$ cat src/sv/assert_macros.svh
// Assertion macros shared by the RNG block's RTL.
// Each macro samples on clk_i and is disabled while rst_ni is low.
`ifndef ASSERT_MACROS_SVH
`define ASSERT_MACROS_SVH

// Same-cycle implication.
`define ASSERT_IMPLIES(name, ante, cons, msg) \
  name: assert property (@(posedge clk_i) disable iff (!rst_ni) (ante) |-> (cons)) \
    else $error(msg);

// Next-cycle implication.
`define ASSERT_NEXT(name, ante, cons, msg) \
  name: assert property (@(posedge clk_i) disable iff (!rst_ni) (ante) |=> (cons)) \
    else $error(msg);

`endif

$ cat src/sv/clsr_pkg.sv
// Types, constants and controller/datapath command structs for the combined LCG RNG.
// Used by clsr_cdiv, clsr_ctrl, clsr_dpath and combined_lcg_shuffle_rng; no dependencies.
package clsr_pkg;

  localparam int unsigned TableSize = 32;
  localparam int unsigned SlotW     = $clog2(TableSize);
  localparam int unsigned WarmSteps = TableSize + 8;
  localparam int unsigned WarmW     = $clog2(WarmSteps);

  localparam logic [30:0] ModOne  = 31'd2147483563;
  localparam logic [30:0] ModTwo  = 31'd2147483399;
  localparam logic [15:0] MulOne  = 16'd40014;
  localparam logic [15:0] MulTwo  = 16'd40692;
  // 2^31 mod each modulus, used to fold high bits back down
  localparam logic [7:0]  FoldOne = 8'(32'h8000_0000 - 32'(ModOne));
  localparam logic [7:0]  FoldTwo = 8'(32'h8000_0000 - 32'(ModTwo));
  localparam int unsigned TopVal  = 32'(ModOne) - 32'd1;
  localparam int unsigned SlotDiv = 1 + TopVal / TableSize;
  localparam logic [30:0] SeedReset = 31'd1;

  localparam int unsigned DivNumW = 63;

  localparam logic CmdReseed = 1'b0;
  localparam logic CmdDraw   = 1'b1;

  typedef logic [30:0] val_t;

  typedef struct packed {
    logic               cmd;
    logic signed [31:0] low_bound;
    logic signed [31:0] high_bound;
  } rng_in_t;

  typedef struct packed {
    logic [30:0]        raw_value;
    logic [31:0]        fraction;
    logic signed [31:0] mapped_value;
    logic               bad_range;
    logic               not_seeded;
  } rng_out_t;

  typedef struct packed {
    logic             accept;
    logic             seed_load;
    logic             mul_en;
    logic             tbl_re;
    logic             fold_en;
    logic             gen1_we;
    logic             gen2_we;
    logic             tbl_we;
    logic             tbl_fill;
    logic [SlotW-1:0] fill_idx;
    logic             last_load;
    logic             raw_en;
    logic             div_start;
    logic             div_map;
    logic             span_mul;
    logic             frac_en;
    logic             out_load;
  } dp_cmd_t;

  typedef struct packed {
    logic seeded;
    logic div_done;
  } dp_stat_t;

endpackage

$ cat src/sv/clsr_ctrl.sv
// Sequencer for reseed and draw transactions; drives the datapath command struct.
// Depends on clsr_pkg.
module clsr_ctrl (
  input  logic               clk_i,
  input  logic               rst_ni,
  input  logic               in_valid_i,
  input  logic               in_cmd_i,
  output logic               in_stall_o,
  output logic               out_valid_o,
  input  logic               out_stall_i,
  input  clsr_pkg::dp_stat_t stat_i,
  output clsr_pkg::dp_cmd_t  cmd_o
);

  localparam logic [3:0] SIdle    = 4'd0;
  localparam logic [3:0] SMul     = 4'd1;
  localparam logic [3:0] SFold    = 4'd2;
  localparam logic [3:0] SRed     = 4'd3;
  localparam logic [3:0] SRaw     = 4'd4;
  localparam logic [3:0] SFracLd  = 4'd5;
  localparam logic [3:0] SFracDiv = 4'd6;
  localparam logic [3:0] SMapDiv  = 4'd7;
  localparam logic [3:0] SOut     = 4'd8;

  logic [3:0]                 state_q, state_d;
  logic [clsr_pkg::WarmW-1:0] cnt_q, cnt_d;
  logic                       draw_q, draw_d;
  logic                       out_valid_q, out_valid_d;

  always_comb begin
    state_d     = state_q;
    cnt_d       = cnt_q;
    draw_d      = draw_q;
    out_valid_d = out_valid_q;
    cmd_o       = '0;
    if (out_valid_q && !out_stall_i) begin
      out_valid_d = 1'b0;
    end
    case (state_q)
      SIdle: begin
        if (in_valid_i) begin
          cmd_o.accept = 1'b1;
          if (in_cmd_i == clsr_pkg::CmdReseed) begin
            cmd_o.seed_load = 1'b1;
            cnt_d   = clsr_pkg::WarmW'(clsr_pkg::WarmSteps - 1);
            draw_d  = 1'b0;
            state_d = SMul;
          end else if (stat_i.seeded) begin
            draw_d  = 1'b1;
            state_d = SMul;
          end else begin
            state_d = SOut;
          end
        end
      end
      SMul: begin
        cmd_o.mul_en = 1'b1;
        cmd_o.tbl_re = draw_q;
        state_d      = SFold;
      end
      SFold: begin
        cmd_o.fold_en = 1'b1;
        state_d       = SRed;
      end
      SRed: begin
        cmd_o.gen1_we = 1'b1;
        if (draw_q) begin
          cmd_o.gen2_we = 1'b1;
          cmd_o.tbl_we  = 1'b1;
          state_d       = SRaw;
        end else begin
          // warm-up: only the last TableSize steps land in the table
          cmd_o.tbl_we   = cnt_q < clsr_pkg::WarmW'(clsr_pkg::TableSize);
          cmd_o.tbl_fill = 1'b1;
          cmd_o.fill_idx = cnt_q[clsr_pkg::SlotW-1:0];
          if (cnt_q == '0) begin
            cmd_o.last_load = 1'b1;
            state_d         = SIdle;
          end else begin
            cnt_d   = cnt_q - clsr_pkg::WarmW'(1);
            state_d = SMul;
          end
        end
      end
      SRaw: begin
        cmd_o.raw_en = 1'b1;
        state_d      = SFracLd;
      end
      SFracLd: begin
        cmd_o.div_start = 1'b1;
        cmd_o.span_mul  = 1'b1;
        state_d         = SFracDiv;
      end
      SFracDiv: begin
        if (stat_i.div_done) begin
          cmd_o.frac_en   = 1'b1;
          cmd_o.div_start = 1'b1;
          cmd_o.div_map   = 1'b1;
          state_d         = SMapDiv;
        end
      end
      SMapDiv: begin
        if (stat_i.div_done) begin
          state_d = SOut;
        end
      end
      SOut: begin
        // hold until the output register is free
        if (!out_valid_q || !out_stall_i) begin
          cmd_o.out_load = 1'b1;
          out_valid_d    = 1'b1;
          state_d        = SIdle;
        end
      end
      default: begin
        state_d = SIdle;
      end
    endcase
  end

  always_ff @(posedge clk_i or negedge rst_ni) begin
    if (!rst_ni) begin
      state_q     <= SIdle;
      cnt_q       <= '0;
      draw_q      <= 1'b0;
      out_valid_q <= 1'b0;
    end else begin
      state_q     <= state_d;
      cnt_q       <= cnt_d;
      draw_q      <= draw_d;
      out_valid_q <= out_valid_d;
    end
  end

  assign in_stall_o  = (state_q != SIdle);
  assign out_valid_o = out_valid_q;

endmodule

$ cat config.mk
export PLATFORM = sky130hd
export DESIGN_NAME = clsr_ctrl
export DESIGN_NICKNAME = d
export VERILOG_FILES = /design/src/sv/assert_macros.svh /design/src/sv/clsr_pkg.sv /design/src/sv/clsr_ctrl.sv
export SDC_FILE = /design/constraint.sdc
export NUM_CORES = 1
export LEC_CHECK = 0
export CORE_MARGIN = 1.5
export CORE_UTILIZATION = 52
export CTS_BUF_LIST = sky130_fd_sc_hd__clkbuf_16
export DETAILED_ROUTE_END_ITERATION = 12
export DONT_BUFFER_PORTS = 1
export GPL_ROUTABILITY_DRIVEN = 0
export PLACE_DENSITY = 0.7
export SLEW_MARGIN = 25
export SYNTH_ARGS = -nofsm -noshare
export SYNTH_HDL_FRONTEND = slang
export SYNTH_SLANG_ARGS = --single-unit
export TNS_END_PERCENT = 100
$ cat constraint.sdc
create_clock -name clk_i -period 2.05 [get_ports clk_i]
set_clock_uncertainty 0.15 [all_clocks]
set_input_delay 0.205 -clock clk_i [delete_from_list [all_inputs] [get_ports clk_i]]
set_output_delay 0.205 -clock clk_i [all_outputs]
set_load 0.1 [all_outputs]
==> results of run 1 <==
[metrics by stage]
step                      setup TNS [ns]  instances  utilization (%)
after global placement                 0        139             90.6
after detailed placement         -0.0574        139             90.6
after floorplan                    -1.59        100                -
[cell usage after synthesis, drive strengths merged, types with 4 or more instances]
cell / n / area share, %
nor3: 7 / 4.7
inv: 7 / 3.1
and3: 5 / 3.7
nand2: 5 / 2.2
dfrtp: 12 / 35
a21oi: 7 / 4.1
nor2: 13 / 5.8
buf: 4 / 3.4
[cells by family after synthesis]
group	synth area share (%)
AO/OA/AOI/OAI	22.5
adder cells (fa/ha/maj)	2.95
buffers and inverters	6.94
flip-flops	35.5
AND/OR/NAND/NOR	32.2
==> flow_summary_export.csv, run 1 <==
group,metric,value,unit
floorplan,die_w,43.4,µm
synth,postSynth.asyncResetShare,100,%
cts,clkSinkCount,12,
synth,synthesis.area,847,µm²
synth,synth_nets,109,
placed_design,hpwl,2140,µm
cts,cts_hold_buf,2,
placed_design,place_ws,-0.0383,ns
synth,syn_area_per_cell,8.47,µm²
floorplan,die_y,43.4,µm
cts,cts_setup_buffers,5,
placed_design,io_buffers,0,
synth,yosysWarnings,0,
synth,synth_cell_types,43,
synth,synth_seq_cells,12,
floorplan,start_util,55.6,%
floorplan,fp-row-count,14,
synth,synth-edff-count,0,
cts,cts.path.max_buffers,2,
outcome,status,"stopped before the end",
floorplan,io_pins,30,
cts,cts_resized,22,
synth,synthCells,100,
outcome,haltStage,"4_1_cts",
placed_design,placed_cell_area,1380,µm²
cts,cts_root_buf,"clkbuf_16",
cts,numCtsBuffers,3,
synth,ys_seq_area_share,35.5,%
synth,synthFlopType,"dfrtp_1",
cts,h-tree-depth,1,
outcome,error,"[ERROR DPL-0038] Utilization greater than 100%, impossible to legalize",
==> inputs of run 2 (changes only) <==
- CORE_AREA: default -> 2 2 63 65
- CORE_MARGIN: 1.5 -> default
- CORE_UTILIZATION: 52 -> default
- CTS_BUF_LIST: sky130_fd_sc_hd__clkbuf_16 -> default
- DIE_AREA: default -> 0 0 65 67
- PLACE_DENSITY: 0.7 -> default
- PLACE_DENSITY_LB_ADDON: default -> 0.15
- clock period: 2.05 -> 2.67 ns (I/O delays scaled with it)
==> flow_summary_export.csv, run 2 <==
group,metric,value,unit
sta,hold_viol,0,
synth,synth_top_cell_by_area,"dfrtp_1",
sta,setup_viol,0,
synth,synth_xor_area_share,0,%
cts,clock_latency,0.24,ns
finish,ff_latch_area,300,µm²
synth,synthFlopType,"dfrtp_1",
floorplan,die_w,65,µm
floorplan,start_util,23.5,%
route,vias,838,
floorplan,coreArea,3610,µm²
cts,clkSinkCount,12,
synth,synth_area_leaders,"dfrtp_1 35%, nor2_1 5.8%, a21oi_1 4.1%",
placed_design,io_buffers,0,
critical_path,arrival,2.01,ns
floorplan,die_y,67,µm
cts,cts_tree,"built",
synth,synth_simple_gate_area_share,32.2,%
synth,synthTopCellsByCount,"13 x nor2_1, 12 x dfrtp_1, 7 x a21oi_1",
finish,diodes,0,
finish,num-fill-cells,366,
critical_path,required,2.25,ns
worst_hold_path,hp-class,"in2reg",
global_routing,track_usage,11.6,%
route,firstDrtPassIters,4,
synth,synth.most_common_cell,"nor2_1",
route,wire_per_inst,13.6,µm
finish,final_common_cell,"buf_4",
synth,synth_nets,109,
finish,reg.largest.list,"cnt_q (6), state_q (4)",
global_routing,grt_max_degree,15,
sta,min_period_over_period,90.9,%
outcome,status,"complete, no violations",
synth,synthCells,100,
finish,largest_register_ffs,6,
sta,worst_pin_slew,0.841,ns
cts,numCtsBuffers,3,
cts,cts.path.max_buffers,2,
placed_design,hpwl,1810,µm
global_routing,grt_pass1_vias,808,
synth,synth-edff-count,0,
synth,synthesis.area,847,µm²
synth,synth_seq_cells,12,
finish,fin_nets,131,
synth,ys_seq_area_share,35.5,%
floorplan,die_area,4360,µm²
global_routing,grt_pass1_wl,3880,µm
synth,postSynth.asyncResetShare,100,%
synth,synth.area.mux_share,0,%
sta,fin_crit,2.43,ns
sta,finalMaxSlewViolations,0,
critical_path,worstSetupStartpointType,"register",
route,drc_errors,0,
synth,yosysWarnings,0,
route,drt_iter0_markers,60,
cts,h-tree-depth,1,
finish,multi_input_area,563,µm²
cts,cts_resized,0,
finish,layout.cells.non_filler,168,
floorplan,fp-row-count,22,
finish,area_growth,46.8,%
critical_path,worstPathMaxFanout,14,
global_routing,overflow,0,
route,routed_wl,2280,µm
synth,synth_cell_types,43,
finish,drive_gt1_share,35.8,%
finish,regMostFlops,"cnt_q",
placed_design,dp_cells,164,
route,vias_per_cell,4.99,
job,drv_cap,0,
finish,final_cell_mix,"15 x buf_4, 12 x dfrtp_1, 8 x nor2_1",
critical_path,criticalPathCategory,"reg2out",
route,ant_nets,0,
synth,synth.top_cell.area_share,35.5,%
synth,synth_top_family_by_area,"simple AND/OR/NAND/NOR gates",
cts,cts_setup_buffers,0,
synth,yosys.area_share.adder,2.95,%
floorplan,io_pins,30,
synth,syn_area_per_cell,8.47,µm²
sta,slew_headroom,43.9,%
global_routing,antenna_found_initial,0,
synth,synth_compound_area_share,22.5,%
cts,cts_root_buf,"clkbuf_8",
critical_path,critPathCaptureType,"primary output",
cts,clk_pin_slew_worst_paths,0.05,ns
sta,rsz0062_at_grt,"false",
finish,utilization,34.5,%
sta,fmaxAchievable,412,MHz
run 2: cell counts after synthesis:
No cell type changed its count.
run 2: metrics by stage:
step	hold WS [ns]	instance area (µm²)	setup WS, ns	TNS [ns]
floorplan	-0.179	873	-0.643	-1.71
global placement	-0.178	1190	0.510	0
detailed placement	-0.178	1190	0.496	0
CTS	0.0156	1240	0.242	0
global route	0.0417	1240	0.113	0
finish	0.0221	1240	0.243	0
run 2: timing repair:
item | in CTS | in global routing
endpoints found under the setup margin | 0 | 0
endpoints found under the hold margin | 12 | 0
hold buffers | 1 | 0
run 2: path summary, 6_finish.rpt:
| path | from | to | slack [ns] | depth (start not counted) |
|---|---|---|---|---|
| max reg2reg | state_q[0]$_DFFE_PN0P_ | cnt_q[2]$_DFFE_PN0P_ | 0.48 | 5 |
| min reg2reg | cnt_q[1]$_DFFE_PN0P_ | cnt_q[1]$_DFFE_PN0P_ | 0.41 | 1 |
| min in group asynchronous | rst_ni | cnt_q[2]$_DFFE_PN0P_ | 0.31 | 1 |
| max | state_q[1]$_DFFE_PN0P_ | cmd_o[10] | 0.24 | 5 |
| max in group asynchronous | rst_ni | cnt_q[5]$_DFFE_PN0P_ | 1.69 | 1 |
| min | out_stall_i | out_valid_o$_DFF_PN0_ | 0.02 | 2 |
run 2: layer usage:
layer  vias up  track usage (%)  wire [µm]
met4         0             7.71         59
li1        409                -          -
met2        30             19.1       1120
met5         -                0          0
met1       393             13.9        979
met3         6             2.03        120
run 2: logic make-up (layout without fill, tap and decap cells):
group	Yosys count	after routing
simple gates	49	49
compound gates	25	25
flops	12	12
buf+inv	12	32
fa+ha+maj	2	2
run 2: critical path, cell delays in order, from the launching register on:
cell and delay, ns:
dfrtp_1 0.61, and2_1 0.35, nand2_1 0.25, inv_2 0.15, and3_1 0.22, buf_12 0.18
run 2: layout make-up:
cell class / instances / share of cell area (%)
multi-input cells: 76 / 45.3
flip-flops and latches: 12 / 24.1
repair buffers: 22 / 20.3
well taps: 48 / 4.83
clock buffers: 3 / 3.32
inverters: 7 / 2.11
Power of run 2 is not shown: default switching activity piles up to over one toggle a cycle in this logic, so the estimate is an artifact.
==> inputs of run 3 (changes only) <==
- CTS_CLUSTER_DIAMETER: default -> 120
- PLACE_DENSITY: default -> 0.34
- PLACE_DENSITY_LB_ADDON: 0.15 -> default
- clock period: 2.67 -> 2.5 ns (I/O delays scaled with it)
==> flow_summary_export.csv, run 3 (same netlist as run 2, synthesis figures left out) <==
group,metric,value,unit
critical_path,critPathCaptureType,"primary output",
critical_path,worstPathMaxFanout,6,
critical_path,crit_path_cell_trace,"and2_1 > nand2_1 > nor2_2 > and3_1 > buf_12",
cts,clkSinkCount,12,
cts,cts_setup_buffers,0,
finish,drive_gt1_share,37.4,%
sta,fmaxAchievable,463,MHz
critical_path,required,2.10,ns
floorplan,die_area,4360,µm²
finish,regMostFlops,"cnt_q",
cts,cts.path.max_buffers,2,
route,wire_per_inst,14.5,µm
critical_path,critPathMaxStageDelay,0.40,ns
global_routing,track_usage,12.5,%
route,vias,868,
floorplan,fp-row-count,22,
finish,layout.cells.non_filler,171,
global_routing,grt_max_degree,13,
sta,worst_pin_slew,0.657,ns
global_routing,antenna_found_initial,0,
cts,cts_tree,"built",
global_routing,overflow,0,
finish,largest_register_ffs,6,
cts,numCtsBuffers,3,
sta,fin_crit,2.16,ns
finish,num-fill-cells,383,
critical_path,criticalPathCategory,"reg2out",
finish,reg.largest.list,"cnt_q (6), state_q (4)",
cts,cts_root_buf,"clkbuf_8",
sta,min_period_over_period,86.3,%
cts,clock_latency,0.24,ns
global_routing,grt_pass1_vias,843,
route,drt_iter0_markers,24,
worst_hold_path,whs_path_depth,2,
route,vias_per_cell,5.08,
placed_design,io_buffers,0,
floorplan,start_util,23.5,%
route,drc_errors,0,
floorplan,die_y,67,µm
cts,cts_resized,0,
finish,fin_nets,134,
critical_path,rr_endpoint,"cnt_q[5]$_DFFE_PN0P_",
finish,area_growth,52.4,%
job,drv_cap,0,
global_routing,grt_pass1_wl,4160,µm
sta,tns,0,ns
cts,clk_pin_slew_worst_paths,0.05,ns
critical_path,rrSetupSlack,0.40,ns
critical_path,critPathSlowestCell,"dfrtp_1",
finish,final_common_cell,"buf_4",
critical_path,worst_r2r_path_depth,4,
route,firstDrtPassIters,4,
critical_path,r2r_start,"state_q[0]$_DFFE_PN0P_",
finish,final_cell_mix,"16 x buf_4, 12 x dfrtp_1, 8 x nor2_1",
sta,hold_viol,0,
placed_design,dp_cells,167,
critical_path,arrival,1.76,ns
sta,rsz0062_at_grt,"false",
worst_hold_path,hp-class,"in2reg",
finish,diodes,0,
outcome,status,"complete, no violations",
worst_hold_path,min_from,"out_stall_i",
sta,finalMaxSlewViolations,0,
sta,slew_headroom,55.6,%
cts,h-tree-depth,1,
floorplan,coreArea,3610,µm²
finish,utilization,35.8,%
placed_design,hpwl,1940,µm
route,routed_wl,2490,µm
floorplan,io_pins,30,
critical_path,worstSetupStartpointType,"register",
route,ant_nets,0,
floorplan,die_w,65,µm
worst_hold_path,whs_endpoint,"out_valid_o$_DFF_PN0_",
sta,setup_viol,0,
-- run 3: cell count changes in the layout (fill, tap and decap cells not counted), sizes merged --
cell,previous run,this run
buf,19,22
-- run 3: repair_timing --
item,4_1_cts,5_1_grt
endpoints found under the hold margin,12,0
hold buffers,1,0
setup endpoints to repair,0,0
-- run 3: critical path, delay by kind of cell, from the launching register on --
kind,cells,cell delay (ns)
and+or+nand+nor,4,0.93
buffers and inverters,1,0.19
DFF,1,0.40
-- run 3: how the worst max path moves through the flow --
stage                            from                    to  slack, ns  cells past startpoint
4_1_cts        state_q[0]$_DFFE_PN0P_              cmd_o[6]       0.33                      5
6_report       state_q[1]$_DFFE_PN0P_              cmd_o[6]       0.34                      5
3_3_place_gp   state_q[0]$_DFFE_PN0P_  cnt_q[5]$_DFFE_PN0P_       0.49                      4
3_5_place_dp     cnt_q[1]$_DFFE_PN0P_  cnt_q[5]$_DFFE_PN0P_       0.48                      6
2_1_floorplan  state_q[2]$_DFFE_PN0P_              cmd_o[7]      -0.80                      4
5_1_grt        state_q[0]$_DFFE_PN0P_             cmd_o[10]       0.22                      5
-- run 3: stage by stage --
| stage | setup slack [ns] | hold slack, ns | cell area (µm²) |
|---|---|---|---|
| after floorplan | -0.796 | -0.196 | 877 |
| after global placement | 0.490 | -0.195 | 1240 |
| after detailed placement | 0.478 | -0.195 | 1240 |
| after CTS | 0.325 | 0.000269 | 1290 |
| after global routing | 0.223 | 0.00676 | 1290 |
| final | 0.342 | 0.00232 | 1290 |
-- run 3: per-layer routing --
metal / GRT usage [%] / vias up / share of wire (%)
li1: - / 417 / -
met1: 15.9 / 420 / 46
met2: 20.6 / 29 / 46
met3: 3.72 / 2 / 7.4
met4: 3.19 / 0 / 0.44
met5: 0 / - / 0
-- run 3: layout make-up --
| cell class | instances | area, µm² | share of cell area, % |
|---|---|---|---|
| Clock buffer | 3 | 41.3 | 3.20 |
| Inverter | 7 | 26.3 | 2.03 |
| Multi-Input combinational cell | 76 | 563 | 43.6 |
| Sequential cell | 12 | 300 | 23.3 |
| Tap cell | 48 | 60.1 | 4.65 |
| Timing Repair Buffer | 25 | 300 | 23.3 |
Power of run 3 is left out for the same reason.
